$ cat config.mk
export PLATFORM = sky130hd
export DESIGN_NAME = hsb_lamp_rgb_duty_controller_core
export DESIGN_NICKNAME = d
export VERILOG_FILES = /design/src/rtl/hsbl_pkg.sv /design/src/rtl/hsbl_muldiv.sv /design/src/rtl/hsb_lamp_rgb_duty_controller_core.sv
export SDC_FILE = /design/constraint.sdc
export NUM_CORES = 2
export LEC_CHECK = 0
export BUFFER_PORTS_ARGS = -buffer_cell sky130_fd_sc_hd__clkbuf_2
export CAP_MARGIN = 20
export CORE_UTILIZATION = 40
export DETAILED_ROUTE_END_ITERATION = 8
export GPL_TIMING_DRIVEN = 0
export SLEW_MARGIN = 15
export SYNTH_ARGS = -nofsm -noshare
export SYNTH_HDL_FRONTEND = slang
export SYNTH_SLANG_ARGS = --single-unit
export TNS_END_PERCENT = 30
$ cat constraint.sdc
create_clock -name clk -period 9.9 [get_ports clk]
set_clock_uncertainty 0.05 [all_clocks]
set_input_delay 1.98 -clock clk [delete_from_list [all_inputs] [get_ports clk]]
set_output_delay 1.98 -clock clk [all_outputs]
set_load 0.01 [all_outputs]
$ cat src/rtl/hsbl_pkg.sv
// types and constants shared by the hsb lamp duty controller
`default_nettype none

package hsbl_pkg;

  // command and result payloads
  typedef struct packed {
    logic [2:0]  opcode;
    logic [15:0] value;
  } cmd_t;

  typedef struct packed {
    logic [13:0] red_duty;
    logic [13:0] green_duty;
    logic [13:0] blue_duty;
    logic        lamp_on;
    logic [1:0]  status;
  } result_t;

  typedef enum logic [2:0] {
    OP_POWER     = 3'd0,
    OP_FORCE_OFF = 3'd1,
    OP_SAT       = 3'd2,
    OP_HUE       = 3'd3,
    OP_BRIGHT    = 3'd4
  } opcode_t;

  typedef enum logic [1:0] {
    STAT_NONE     = 2'd0,
    STAT_UPDATED  = 2'd1,
    STAT_REJECTED = 2'd2
  } status_t;

  // sequencer states and recompute steps
  typedef enum logic [2:0] {
    S_IDLE,
    S_CHECK,
    S_ISSUE,
    S_WAIT,
    S_DONE
  } state_t;

  typedef enum logic [2:0] {
    STEP_FS,
    STEP_P,
    STEP_Q,
    STEP_T,
    STEP_R,
    STEP_G,
    STEP_B
  } step_t;

  // divide mode of the shared multiply/divide unit
  typedef enum logic [1:0] {
    DIV_NONE,
    DIV_100,
    DIV_10K
  } div_t;

  localparam int MD_A_W      = 14;
  localparam int MD_B_W      = 17;
  localparam int MD_P_W      = 23;   // largest product is 100 * 65536
  localparam int MD_R_W      = 17;
  localparam int RECIP_W     = 24;
  localparam int RECIP_SHIFT = 30;

  // floor(2^30 / d), always at or below the true quotient
  localparam logic [RECIP_W-1:0] RECIP_100 = 24'd10737418;
  localparam logic [RECIP_W-1:0] RECIP_10K = 24'd107374;

  localparam logic [6:0]  PCT_FULL   = 7'd100;
  localparam logic [13:0] PCT_SQ     = 14'd10000;
  localparam logic [15:0] HUE_WRAP   = 16'd360;
  localparam logic [8:0]  SECTOR_DEG = 9'd60;

  // floor(5 * x / 3) for x below 60 as (x * 3415) >> 11
  localparam logic [17:0] FRAC_MUL   = 18'd3415;
  localparam int          FRAC_SHIFT = 11;

  typedef struct packed {
    logic              go;
    div_t              div;
    logic [MD_A_W-1:0] a;
    logic [MD_B_W-1:0] b;
  } md_req_t;

  typedef struct packed {
    logic              done;
    logic [MD_R_W-1:0] result;
  } md_rsp_t;

endpackage

`default_nettype wire

$ cat src/rtl/hsbl_muldiv.sv
// shared three-stage multiply and divide-by-constant unit
`default_nettype none

module hsbl_muldiv (
  input  logic             clk,
  input  logic             rst,
  input  hsbl_pkg::md_req_t req,
  output hsbl_pkg::md_rsp_t rsp
);
  import hsbl_pkg::*;

  localparam int MQ_W = MD_P_W + RECIP_W;

  logic                v1, v2;
  div_t                div1, div2;
  logic [MD_P_W-1:0]   prod1, prod2;
  logic [MD_R_W-1:0]   q2;

  logic [31:0]         full;
  logic [RECIP_W-1:0]  recip;
  logic [MQ_W-1:0]     mq;
  logic [MD_R_W-1:0]   q0;
  logic [MD_A_W-1:0]   dcon;
  logic [31:0]         qd_full;
  logic [MD_P_W-1:0]   rem;
  logic [MD_R_W-1:0]   qfix;
  logic [MD_R_W-1:0]   result_c;

  // stage 1: operand product
  assign full = 32'(req.a) * 32'(req.b);

  // stage 2: reciprocal multiply, may fall one short
  assign recip = (div1 == DIV_10K) ? RECIP_10K : RECIP_100;
  assign mq    = MQ_W'(prod1) * MQ_W'(recip);
  assign q0    = mq[RECIP_SHIFT +: MD_R_W];

  // stage 3: one-step correction
  assign dcon    = (div2 == DIV_10K) ? PCT_SQ : MD_A_W'(PCT_FULL);
  assign qd_full = 32'(q2) * 32'(dcon);
  assign rem     = prod2 - qd_full[MD_P_W-1:0];
  assign qfix    = (rem >= MD_P_W'(dcon)) ? q2 + MD_R_W'(1) : q2;
  assign result_c = (div2 == DIV_NONE) ? prod2[MD_R_W-1:0] : qfix;

  always_ff @(posedge clk) begin
    if (rst) begin
      v1       <= 1'b0;
      v2       <= 1'b0;
      rsp.done <= 1'b0;
    end else begin
      v1         <= req.go;
      v2         <= v1;
      rsp.done   <= v2;
      prod1      <= full[MD_P_W-1:0];
      div1       <= req.div;
      prod2      <= prod1;
      div2       <= div1;
      q2         <= q0;
      rsp.result <= result_c;
    end
  end

  a_latency: assert property (@(posedge clk) disable iff (rst)
    req.go |-> ##3 rsp.done)
    else $error("muldiv result missing three cycles after go");

  a_done_source: assert property (@(posedge clk) disable iff (rst)
    rsp.done |-> $past(req.go, 3))
    else $error("muldiv result without a matching go");

  a_single_op: assert property (@(posedge clk) disable iff (rst)
    $onehot0({v1, v2, rsp.done}))
    else $error("muldiv holds more than one operation");

endmodule

`default_nettype wire

$ cat src/rtl/hsb_lamp_rgb_duty_controller_core.sv
// top level of the hsb lamp rgb duty controller
//
//  channel | direction | signals                        | content
//  --------+-----------+--------------------------------+------------------------------
//  cmd     | in        | cmd_valid, cmd_ready, cmd      | opcode, value
//  rsp     | out       | rsp_valid, rsp_ready, rsp      | r/g/b duty, lamp_on, status
//
// a command that recomputes goes through accept, range check, then seven
//   passes through the shared multiply/divide unit (issue plus three pipeline
//   stages), then the result load
// a command with no recompute, or one rejected out of range, skips the unit after the check
// reset (rst, synchronous) clears hue, saturation, brightness, saved brightness,
//   the on flag and the duties; the lamp starts off
// cmd_ready is high only while the sequencer is idle; a result waiting on rsp
//   does not block the next request, which stalls only at its own result load
`default_nettype none

module hsb_lamp_rgb_duty_controller_core #(
  parameter int DUTY_FULL = 8192
) (
  input  logic             clk,
  input  logic             rst,
  input  logic             cmd_valid,
  output logic             cmd_ready,
  input  hsbl_pkg::cmd_t    cmd,
  output logic             rsp_valid,
  input  logic             rsp_ready,
  output hsbl_pkg::result_t rsp
);
  import hsbl_pkg::*;

  // architectural state
  logic [15:0] hue_deg, sat_pct, bright_pct, saved_bright;
  logic        is_on;
  logic [13:0] duty_r, duty_g, duty_b;

  // sequencer
  state_t      state, state_next;
  step_t       step;
  logic        recomp_req;
  status_t     stat;

  // recompute working registers
  logic [2:0]  sector;
  logic [6:0]  frac;
  logic [13:0] fs;
  logic [6:0]  pct_p, pct_q, pct_t;

  // handshake decode
  logic        cmd_fire;
  logic        load_rsp;

  // range check and sector split
  logic        out_of_range;
  logic [8:0]  hue_eff;
  logic [2:0]  sector_c;
  logic [8:0]  sector_base;
  logic [5:0]  hmod;
  logic [17:0] frac_full;

  logic [6:0]  sat7, v7;
  logic [13:0] sat100;
  logic [6:0]  chan_pct;

  md_req_t     md_req;
  md_rsp_t     md_rsp;

  assign cmd_fire = cmd_valid && cmd_ready;
  assign sat7     = sat_pct[6:0];
  assign v7       = bright_pct[6:0];
  assign sat100   = 14'(sat7) * 14'(PCT_FULL);

  assign out_of_range = (hue_deg > HUE_WRAP) || (sat_pct > 16'(PCT_FULL)) ||
                        (bright_pct > 16'(PCT_FULL));

  // hue 360 folds onto 0
  assign hue_eff = (hue_deg == HUE_WRAP) ? 9'd0 : hue_deg[8:0];

  always_comb begin
    priority if (hue_eff >= 9'(5 * SECTOR_DEG)) begin
      sector_c    = 3'd5;
      sector_base = 9'(5 * SECTOR_DEG);
    end else if (hue_eff >= 9'(4 * SECTOR_DEG)) begin
      sector_c    = 3'd4;
      sector_base = 9'(4 * SECTOR_DEG);
    end else if (hue_eff >= 9'(3 * SECTOR_DEG)) begin
      sector_c    = 3'd3;
      sector_base = 9'(3 * SECTOR_DEG);
    end else if (hue_eff >= 9'(2 * SECTOR_DEG)) begin
      sector_c    = 3'd2;
      sector_base = 9'(2 * SECTOR_DEG);
    end else if (hue_eff >= SECTOR_DEG) begin
      sector_c    = 3'd1;
      sector_base = SECTOR_DEG;
    end else begin
      sector_c    = 3'd0;
      sector_base = 9'd0;
    end
  end

  // position inside the sector in percent, 0 to 98
  assign hmod      = 6'(hue_eff - sector_base);
  assign frac_full = (18'(hmod) * FRAC_MUL) >> FRAC_SHIFT;

  // six-sector channel pick: v, p, q or t
  always_comb begin
    chan_pct = v7;
    unique case (step)
      STEP_R: begin
        unique case (sector)
          3'd0, 3'd5: chan_pct = v7;
          3'd1:       chan_pct = pct_q;
          3'd2, 3'd3: chan_pct = pct_p;
          3'd4:       chan_pct = pct_t;
          default:    chan_pct = v7;
        endcase
      end
      STEP_G: begin
        unique case (sector)
          3'd0:       chan_pct = pct_t;
          3'd1, 3'd2: chan_pct = v7;
          3'd3:       chan_pct = pct_q;
          3'd4, 3'd5: chan_pct = pct_p;
          default:    chan_pct = v7;
        endcase
      end
      STEP_B: begin
        unique case (sector)
          3'd0, 3'd1: chan_pct = pct_p;
          3'd2:       chan_pct = pct_t;
          3'd3, 3'd4: chan_pct = v7;
          3'd5:       chan_pct = pct_q;
          default:    chan_pct = v7;
        endcase
      end
      default: chan_pct = v7;
    endcase
  end

  // next state
  always_comb begin
    state_next = state;
    unique case (state)
      S_IDLE:  if (cmd_valid) state_next = S_CHECK;
      S_CHECK: begin
        if (!recomp_req || out_of_range) state_next = S_DONE;
        else                             state_next = S_ISSUE;
      end
      S_ISSUE: state_next = S_WAIT;
      S_WAIT: begin
        if (md_rsp.done) state_next = (step == STEP_B) ? S_DONE : S_ISSUE;
      end
      S_DONE:  if (!rsp_valid || rsp_ready) state_next = S_IDLE;
      default: state_next = S_IDLE;
    endcase
  end

  // sequencer outputs and unit operands
  always_comb begin
    cmd_ready  = (state == S_IDLE);
    load_rsp   = (state == S_DONE) && (!rsp_valid || rsp_ready);
    md_req.go  = (state == S_ISSUE);
    md_req.div = DIV_NONE;
    md_req.a   = '0;
    md_req.b   = '0;
    unique case (step)
      STEP_FS: begin
        // frac * s, no divide
        md_req.a   = MD_A_W'(frac);
        md_req.b   = MD_B_W'(sat7);
        md_req.div = DIV_NONE;
      end
      STEP_P: begin
        md_req.a   = MD_A_W'(PCT_FULL - sat7);
        md_req.b   = MD_B_W'(v7);
        md_req.div = DIV_100;
      end
      STEP_Q: begin
        md_req.a   = PCT_SQ - fs;
        md_req.b   = MD_B_W'(v7);
        md_req.div = DIV_10K;
      end
      STEP_T: begin
        // 10000 - s * (100 - frac) rewritten without the product
        md_req.a   = PCT_SQ - sat100 + fs;
        md_req.b   = MD_B_W'(v7);
        md_req.div = DIV_10K;
      end
      STEP_R, STEP_G, STEP_B: begin
        md_req.a   = MD_A_W'(chan_pct);
        md_req.b   = MD_B_W'(DUTY_FULL);
        md_req.div = DIV_100;
      end
      default: begin
        md_req.div = DIV_NONE;
      end
    endcase
  end

  hsbl_muldiv u_muldiv (
    .clk (clk),
    .rst (rst),
    .req (md_req),
    .rsp (md_rsp)
  );

  always_ff @(posedge clk) begin
    if (rst) begin
      state        <= S_IDLE;
      step         <= STEP_FS;
      recomp_req   <= 1'b0;
      stat         <= STAT_NONE;
      hue_deg      <= '0;
      sat_pct      <= '0;
      bright_pct   <= '0;
      saved_bright <= '0;
      is_on        <= 1'b0;
      duty_r       <= '0;
      duty_g       <= '0;
      duty_b       <= '0;
      rsp_valid    <= 1'b0;
    end else begin
      state <= state_next;

      // command decode updates the stored operands right away
      if (cmd_fire) begin
        unique case (cmd.opcode)
          OP_POWER: begin
            if (cmd.value[0]) begin
              bright_pct <= saved_bright;
              is_on      <= 1'b1;
            end else begin
              saved_bright <= bright_pct;
              bright_pct   <= '0;
              is_on        <= 1'b0;
            end
            recomp_req <= 1'b1;
          end
          OP_FORCE_OFF: begin
            bright_pct <= '0;
            is_on      <= 1'b0;
            recomp_req <= 1'b1;
          end
          OP_SAT: begin
            sat_pct    <= cmd.value;
            recomp_req <= is_on;
          end
          OP_HUE: begin
            hue_deg    <= cmd.value;
            recomp_req <= is_on;
          end
          OP_BRIGHT: begin
            bright_pct   <= cmd.value;
            saved_bright <= cmd.value;
            recomp_req   <= is_on;
          end
          default: recomp_req <= 1'b0;
        endcase
      end

      if (state == S_CHECK) begin
        sector <= sector_c;
        frac   <= frac_full[6:0];
        step   <= STEP_FS;
        if (!recomp_req)       stat <= STAT_NONE;
        else if (out_of_range) stat <= STAT_REJECTED;
        else                   stat <= STAT_UPDATED;
      end

      // collect each step's result and move on
      if (md_rsp.done) begin
        unique case (step)
          STEP_FS: fs     <= md_rsp.result[13:0];
          STEP_P:  pct_p  <= md_rsp.result[6:0];
          STEP_Q:  pct_q  <= md_rsp.result[6:0];
          STEP_T:  pct_t  <= md_rsp.result[6:0];
          STEP_R:  duty_r <= md_rsp.result[13:0];
          STEP_G:  duty_g <= md_rsp.result[13:0];
          STEP_B:  duty_b <= md_rsp.result[13:0];
          default: fs     <= fs;
        endcase
        if (step != STEP_B) step <= step_t'(step + 3'd1);
      end

      // output register, refilled when empty or when the previous result is taken
      if (load_rsp) begin
        rsp_valid      <= 1'b1;
        rsp.red_duty   <= duty_r;
        rsp.green_duty <= duty_g;
        rsp.blue_duty  <= duty_b;
        rsp.lamp_on    <= is_on;
        rsp.status     <= stat;
      end else if (rsp_ready) begin
        rsp_valid <= 1'b0;
      end
    end
  end

  a_check_after_accept: assert property (@(posedge clk) disable iff (rst)
    (state == S_CHECK) |-> $past(cmd_valid && cmd_ready))
    else $error("range check entered without an accepted request");

  a_done_while_waiting: assert property (@(posedge clk) disable iff (rst)
    md_rsp.done |-> (state == S_WAIT))
    else $error("unit result arrived outside the wait state");

  a_duty_hold: assert property (@(posedge clk) disable iff (rst)
    !md_rsp.done |=> $stable(duty_r) && $stable(duty_g) && $stable(duty_b))
    else $error("duty changed without a unit result");

  a_off_is_dark: assert property (@(posedge clk) disable iff (rst)
    (rsp_valid && !rsp.lamp_on && (rsp.status == STAT_UPDATED)) |->
      (rsp.red_duty == '0) && (rsp.green_duty == '0) && (rsp.blue_duty == '0))
    else $error("lamp off but duties updated to nonzero");

endmodule

`default_nettype wire

# After elaboration in Yosys (flattened, before gate mapping)
# Index checks and enable logic that the tools add are counted.
[totals]
reg_bits = 291
word_cells = 165
input_bits = 23
output_inout_bits = 47
[classes]
reduce_logical = 41
n_lt_le_gt_ge = 9
multipliers = 5
bitwise = 1
n_mux = 40
add_sub_neg = 8
n_eq_ne = 27
[ops]
columns = ["op", "count"]
rows = [
  ["31-bit case mux with 5 select lines", 1],
  ["7-bit case mux with 3 select lines", 4],
  ["16-bit case mux with 3 select lines", 1],
  ["23-bit by 24-bit multiplier with 47-bit output", 1],
  ["14-bit 2-to-1 mux", 3],
  ["16-bit by 7-bit greater-than comparator with 1-bit output, second input constant", 2],
  ["16-bit 2-to-1 mux", 2],
  ["16-bit case mux with 2 select lines", 1],
  ["6-bit 2-to-1 mux", 5],
  ["14-bit subtractor, first input constant", 2],
  ["3-bit by 2-bit == test with 1-bit output, second input constant", 8],
  ["24-bit 2-to-1 mux", 1],
  ["3-bit 2-to-1 mux", 8],
  ["23-bit by 14-bit greater-or-equal comparator with 1-bit output", 1],
  ["14-bit by 17-bit multiplier with 23-bit output", 1],
  ["17-bit by 14-bit multiplier with 23-bit output", 1],
  ["23-bit subtractor", 1],
  ["3-bit == test, second input constant", 7],
  ["9-bit by 8-bit greater-or-equal comparator with 1-bit output, second input constant", 2],
  ["6-bit by 12-bit multiplier with 18-bit output, second input constant", 1],
  ["2-bit AND reduction", 9],
  ["3-bit AND reduction", 6],
  ["16-bit by 9-bit == test with 1-bit output, second input constant", 1],
  ["16-bit by 9-bit greater-than comparator with 1-bit output, second input constant", 1],
  ["other kinds (31)", 61],
]

# Depth between registers and ports, before layout
[depth]
ltp_word = 10
depth_mapped = 38
ltp_nobuf = 38

# Cells and area by module
# From an unflattened synthesis, not the netlist that was laid out.
[unflattened]
hier_cells = 3879
hier_area_um2 = 37330.8
[modules_own_cells]
columns = ["mod", "area_per_inst_um2", "seq_area_each_um2", "cells_each", "n_inst"]
rows = [
  ["hsbl_muldiv", 25689.6, 2582.5, 2653, 1],
  ["hsb_lamp_rgb_duty_controller_core", 11641.2, 5044.8, 1226, 1],
]

# Worst setup path after synthesis
# No wires, ideal clock.
[synth_path]
path_type = "register to register"
start = "register sat_pct[3]"
end = "register u_muldiv.prod1[22] (data pin)"
required_ps = 9590
setup_ps = 260
t_arrival_ps = 8795
path_stages_with_launch = 34
n_path_buf = 0
path_slack_ps = 795
synth_period_minus_slack_ps = 9105
path_cell_list = "dfxtp_1 inv_1 ha_1 ha_1 fa_1 ha_1 a21oi_1 o21bai_1 a21oi_1 xnor2_1 ha_1 ha_1 a21oi_1 or3b_2 a31oi_1 nand2b_1 fa_1 fa_1 inv_1 fa_1 inv_1 fa_1 inv_1 ha_1 fa_1 ha_1 nor3_1 nor2_1 o41ai_1 o21ai_0 or4_1 a31o_2 a21oi_1 xnor2_1"
[synth_between]
elab_chain_cells = 5
word_cells_on_any_way = 6
classes_between = "3 x add/sub; 2 x mul; 1 x mux"
[synth_lines]
columns = ["element", "line_no", "text"]
rows = [
  ["start, declared", "hsb_lamp_rgb_duty_controller_core.sv:33", "logic [15:0] hue_deg, sat_pct, bright_pct, saved_bright;"],
  ["start signal, assigned", "hsb_lamp_rgb_duty_controller_core.sv:245", "sat_pct <= cmd.value;"],
  ["7-bit by 5-bit multiplier with 12-bit output", "hsb_lamp_rgb_duty_controller_core.sv:71", "assign sat100 = 14'(sat7) * 14'(PCT_FULL);"],
  ["14-bit subtractor", "hsb_lamp_rgb_duty_controller_core.sv:185", "md_req.a = PCT_SQ - sat100 + fs;"],
  ["14-bit adder", "hsb_lamp_rgb_duty_controller_core.sv:185", ""],
  ["31-bit case mux with 5 select lines (*)", "hsb_lamp_rgb_duty_controller_core.sv:166", "unique case (step)"],
  ["14-bit by 17-bit multiplier with 23-bit output (*)", "hsbl_muldiv.sv:30", "assign full = 32'(req.a) * 32'(req.b);"],
  ["via u_muldiv.full[22]", "hsbl_muldiv.sv:19", "logic [31:0] full;"],
  ["end signal, assigned", "hsbl_muldiv.sv:53", "prod1 <= full[MD_P_W-1:0];"],
  ["end, declared", "hsbl_muldiv.sv:16", "logic [MD_P_W-1:0] prod1, prod2;"],
]
# Mark *: on every way through the listed nets, which the timed path passes. The rest lies on a longest branch.
# A chain may end at the register's enable or synchronous reset.

# Worst setup path after layout
[layout_path]
start = "register sat_pct[2]"
end = "register u_muldiv.prod1[22] (data pin)"
# Same word-level chain as after synthesis.

==> metrics.txt <==
CP dominant cell by count ha_1; Max Root-Sink Buffers 3; post-synthesis sequential area ratio 0.218; initial antenna violation count 1; hold path depth 0; TritonCTS Sinks 291; list of most frequent post-synthesis cells inv_1, ha_1, fa_1, nand2_1, nor2_1; drt initial violations 1,200; Max stage delay cell, worst path fa_1; Yosys top cell area share 0.250; vias in the first global route 24,549; TritonCTS clock tree done; largest net degree at the start of global routing 47; # hold bufs at CTS 0; Hold/Removal Path Class reg -> reg; WS Path Type reg -> reg; final slew viol count 0; Top-Level Pins 70; Design Area, Final 0.0377 sq mm; chip width 296 um; Worst-path clk slew 0.07 ns; number of synthesized flops with an enable pin 171; share of cells above drive strength 1 0.0520; total negative slack 0 ns; GR Layer Usage met2 0.326; M3 GR Usage 0.0134; Die Y 296 um; Avg Vias per Cell 5.00; layer with the highest usage met2; Routed WL per cell 16.9 um; run status complete, no violations; Worst Max-Slew Pin Slew 1.25 ns; Synth warnings 0; input/output buffers 65; CTS buffer count 30; syn avg cell area 9.58 sq um; Final GP Congestion 0.909; crit path time final 9.41 ns; via total after detailed routing 24,547; CP arrival 9.68 ns; endpoints failing setup 0; critical path peak fanout 6; Synth Register Bits 291; DRC violations left 0; top-count cell post-synth inv_1; dpl cell area 0.0365 sq mm; Nets 4,745; cell count after synthesis 3,610; CP required 10.17 ns; diode count 0; Reg2Reg Depth 33; CP endpoint kind register; global route overflow 0; Synth area leaders fa_1, ha_1, edfxtp_1, inv_1, dfxtp_1; number of max-cap violations 0; Fin. Hold Viols 0; Pre-antenna DRT Iters 5; Post-DRT Antenna Nets 0; startpoint types register; Crit path largest cell delay 0.57 ns; clk root buf clkbuf_16; Mapped Area 0.0346 sq mm; dominant cell type by area after synthesis fa_1; final WL 82.9 mm; core region area 0.0854 sq mm; htree depth 1; FMAX 0.106 GHz; area delta synth->final 9.14%; Netlist cell types 79; dominant synthesized flop cell edfxtp_1; first-pass GRT wire length 135 mm; slew margin rel. 0.162; cell row count 107; met1 Track Usage GR 0.276; worst skew pair latency 0.62 ns; period utilisation layout 0.950; Initial Utilization 0.405; Total Routing Usage GR 0.194; Synth async-reset ratio 0; DPL Wire Length 69.0 mm; die area 0.0876 sq mm
[flip-flops by register name, summed over array words and instances, names as in the netlist, 14 cells and up]
register,count
fs,14
duty_b,14
duty_g,14
u_muldiv.rsp,15
u_muldiv.prod1,23
duty_r,14
hue_deg,16
rsp,45
saved_bright,16
sat_pct,16
u_muldiv.q2,17
bright_pct,16
u_muldiv.prod2,23
[per-layer routing]
layer | wire (um) | vias to the layer above
met3 | 3020 | 96
met5 | 0 | -
met2 | 38900 | 517
met4 | 1600 | 0
li1 | - | 12014
met1 | 39400 | 11920
[stage by stage]
stage / std cells / hold slack, ns / utilization / setup WS [ns]
floorplan: 3630 / 0.358 / - / 0.795
global placement: 4839 / 0.364 / 0.426 / -0.480
detailed placement: 4847 / 0.368 / 0.427 / -0.514
CTS: 4903 / 0.343 / 0.440 / 0.00104
global route: 4910 / 0.359 / 0.442 / -0.0224
finish: 4910 / 0.345 / 0.442 / 0.490
[critical path: cells and delay by family, from the launching register on]
family	cells	cell delay [ns]
AO/OA/AOI/OAI	8	1.69
XOR/XNOR	2	0.32
adder cells (fa/ha/maj)	13	5.05
buffers and inverters	5	0.36
flip-flops	1	0.36
AND/OR/NAND/NOR	5	1.26
[layout make-up]
class	count	area, sq um
flip-flops and latches	291	7550
multi-input cells	2476	24000
clock buffers	36	826
well taps	1144	1430
fillers	8408	47700
plain buffers	94	380
repair buffers	80	468
clock inverters	20	215
inverters	769	2890
[cell families after synthesis]
kind of cell | share of synthesized area
flip-flops | 0.218
multiplexers | 0.00369
buffers and inverters | 0.0944
AND/OR/NAND/NOR | 0.109
XOR/XNOR | 0.0279
AO/OA/AOI/OAI | 0.0981
adder cells (fa/ha/maj) | 0.448
other | 0.000217
[cells in the final DEF, fill, tap and decap left out, drive strengths merged, types with 20 or more instances in the layout]
master	count
inv	773
ha	548
fa	432
nand2	330
nor2	201
a21oi	194
clkbuf	190
edfxtp	171
dfxtp	120
o21ai	88
xnor2	71
and2	52
xor2	39
a31oi	38
nand3	34
nand2b	33
nor3	27
a21o	26
or2	26
nor2b	24
conb	22
and3	21
o21a	20
buf	20
[final timing paths]
kind | slack (ns) | to | from
max | 0.49 | u_muldiv.prod1[22]$_DFFE_PN_ | sat_pct[2]$_SDFFE_PP0P_
min | 0.34 | rsp[24]$_DFFE_PP_ | duty_g[7]$_SDFFE_PP0P_
max reg2reg | 0.49 | u_muldiv.prod1[22]$_DFFE_PN_ | sat_pct[2]$_SDFFE_PP0P_
min reg2reg | 0.34 | rsp[24]$_DFFE_PP_ | duty_g[7]$_SDFFE_PP0P_
[timing repair]
action,4_1_cts,5_1_grt
pin swaps,0,6
buffers inserted,0,7
gates resized for setup,12,17
endpoints found under the setup margin,4,4
Power is not shown: default switching activity piles up to over one toggle a cycle in this logic, so the estimate is an artifact.
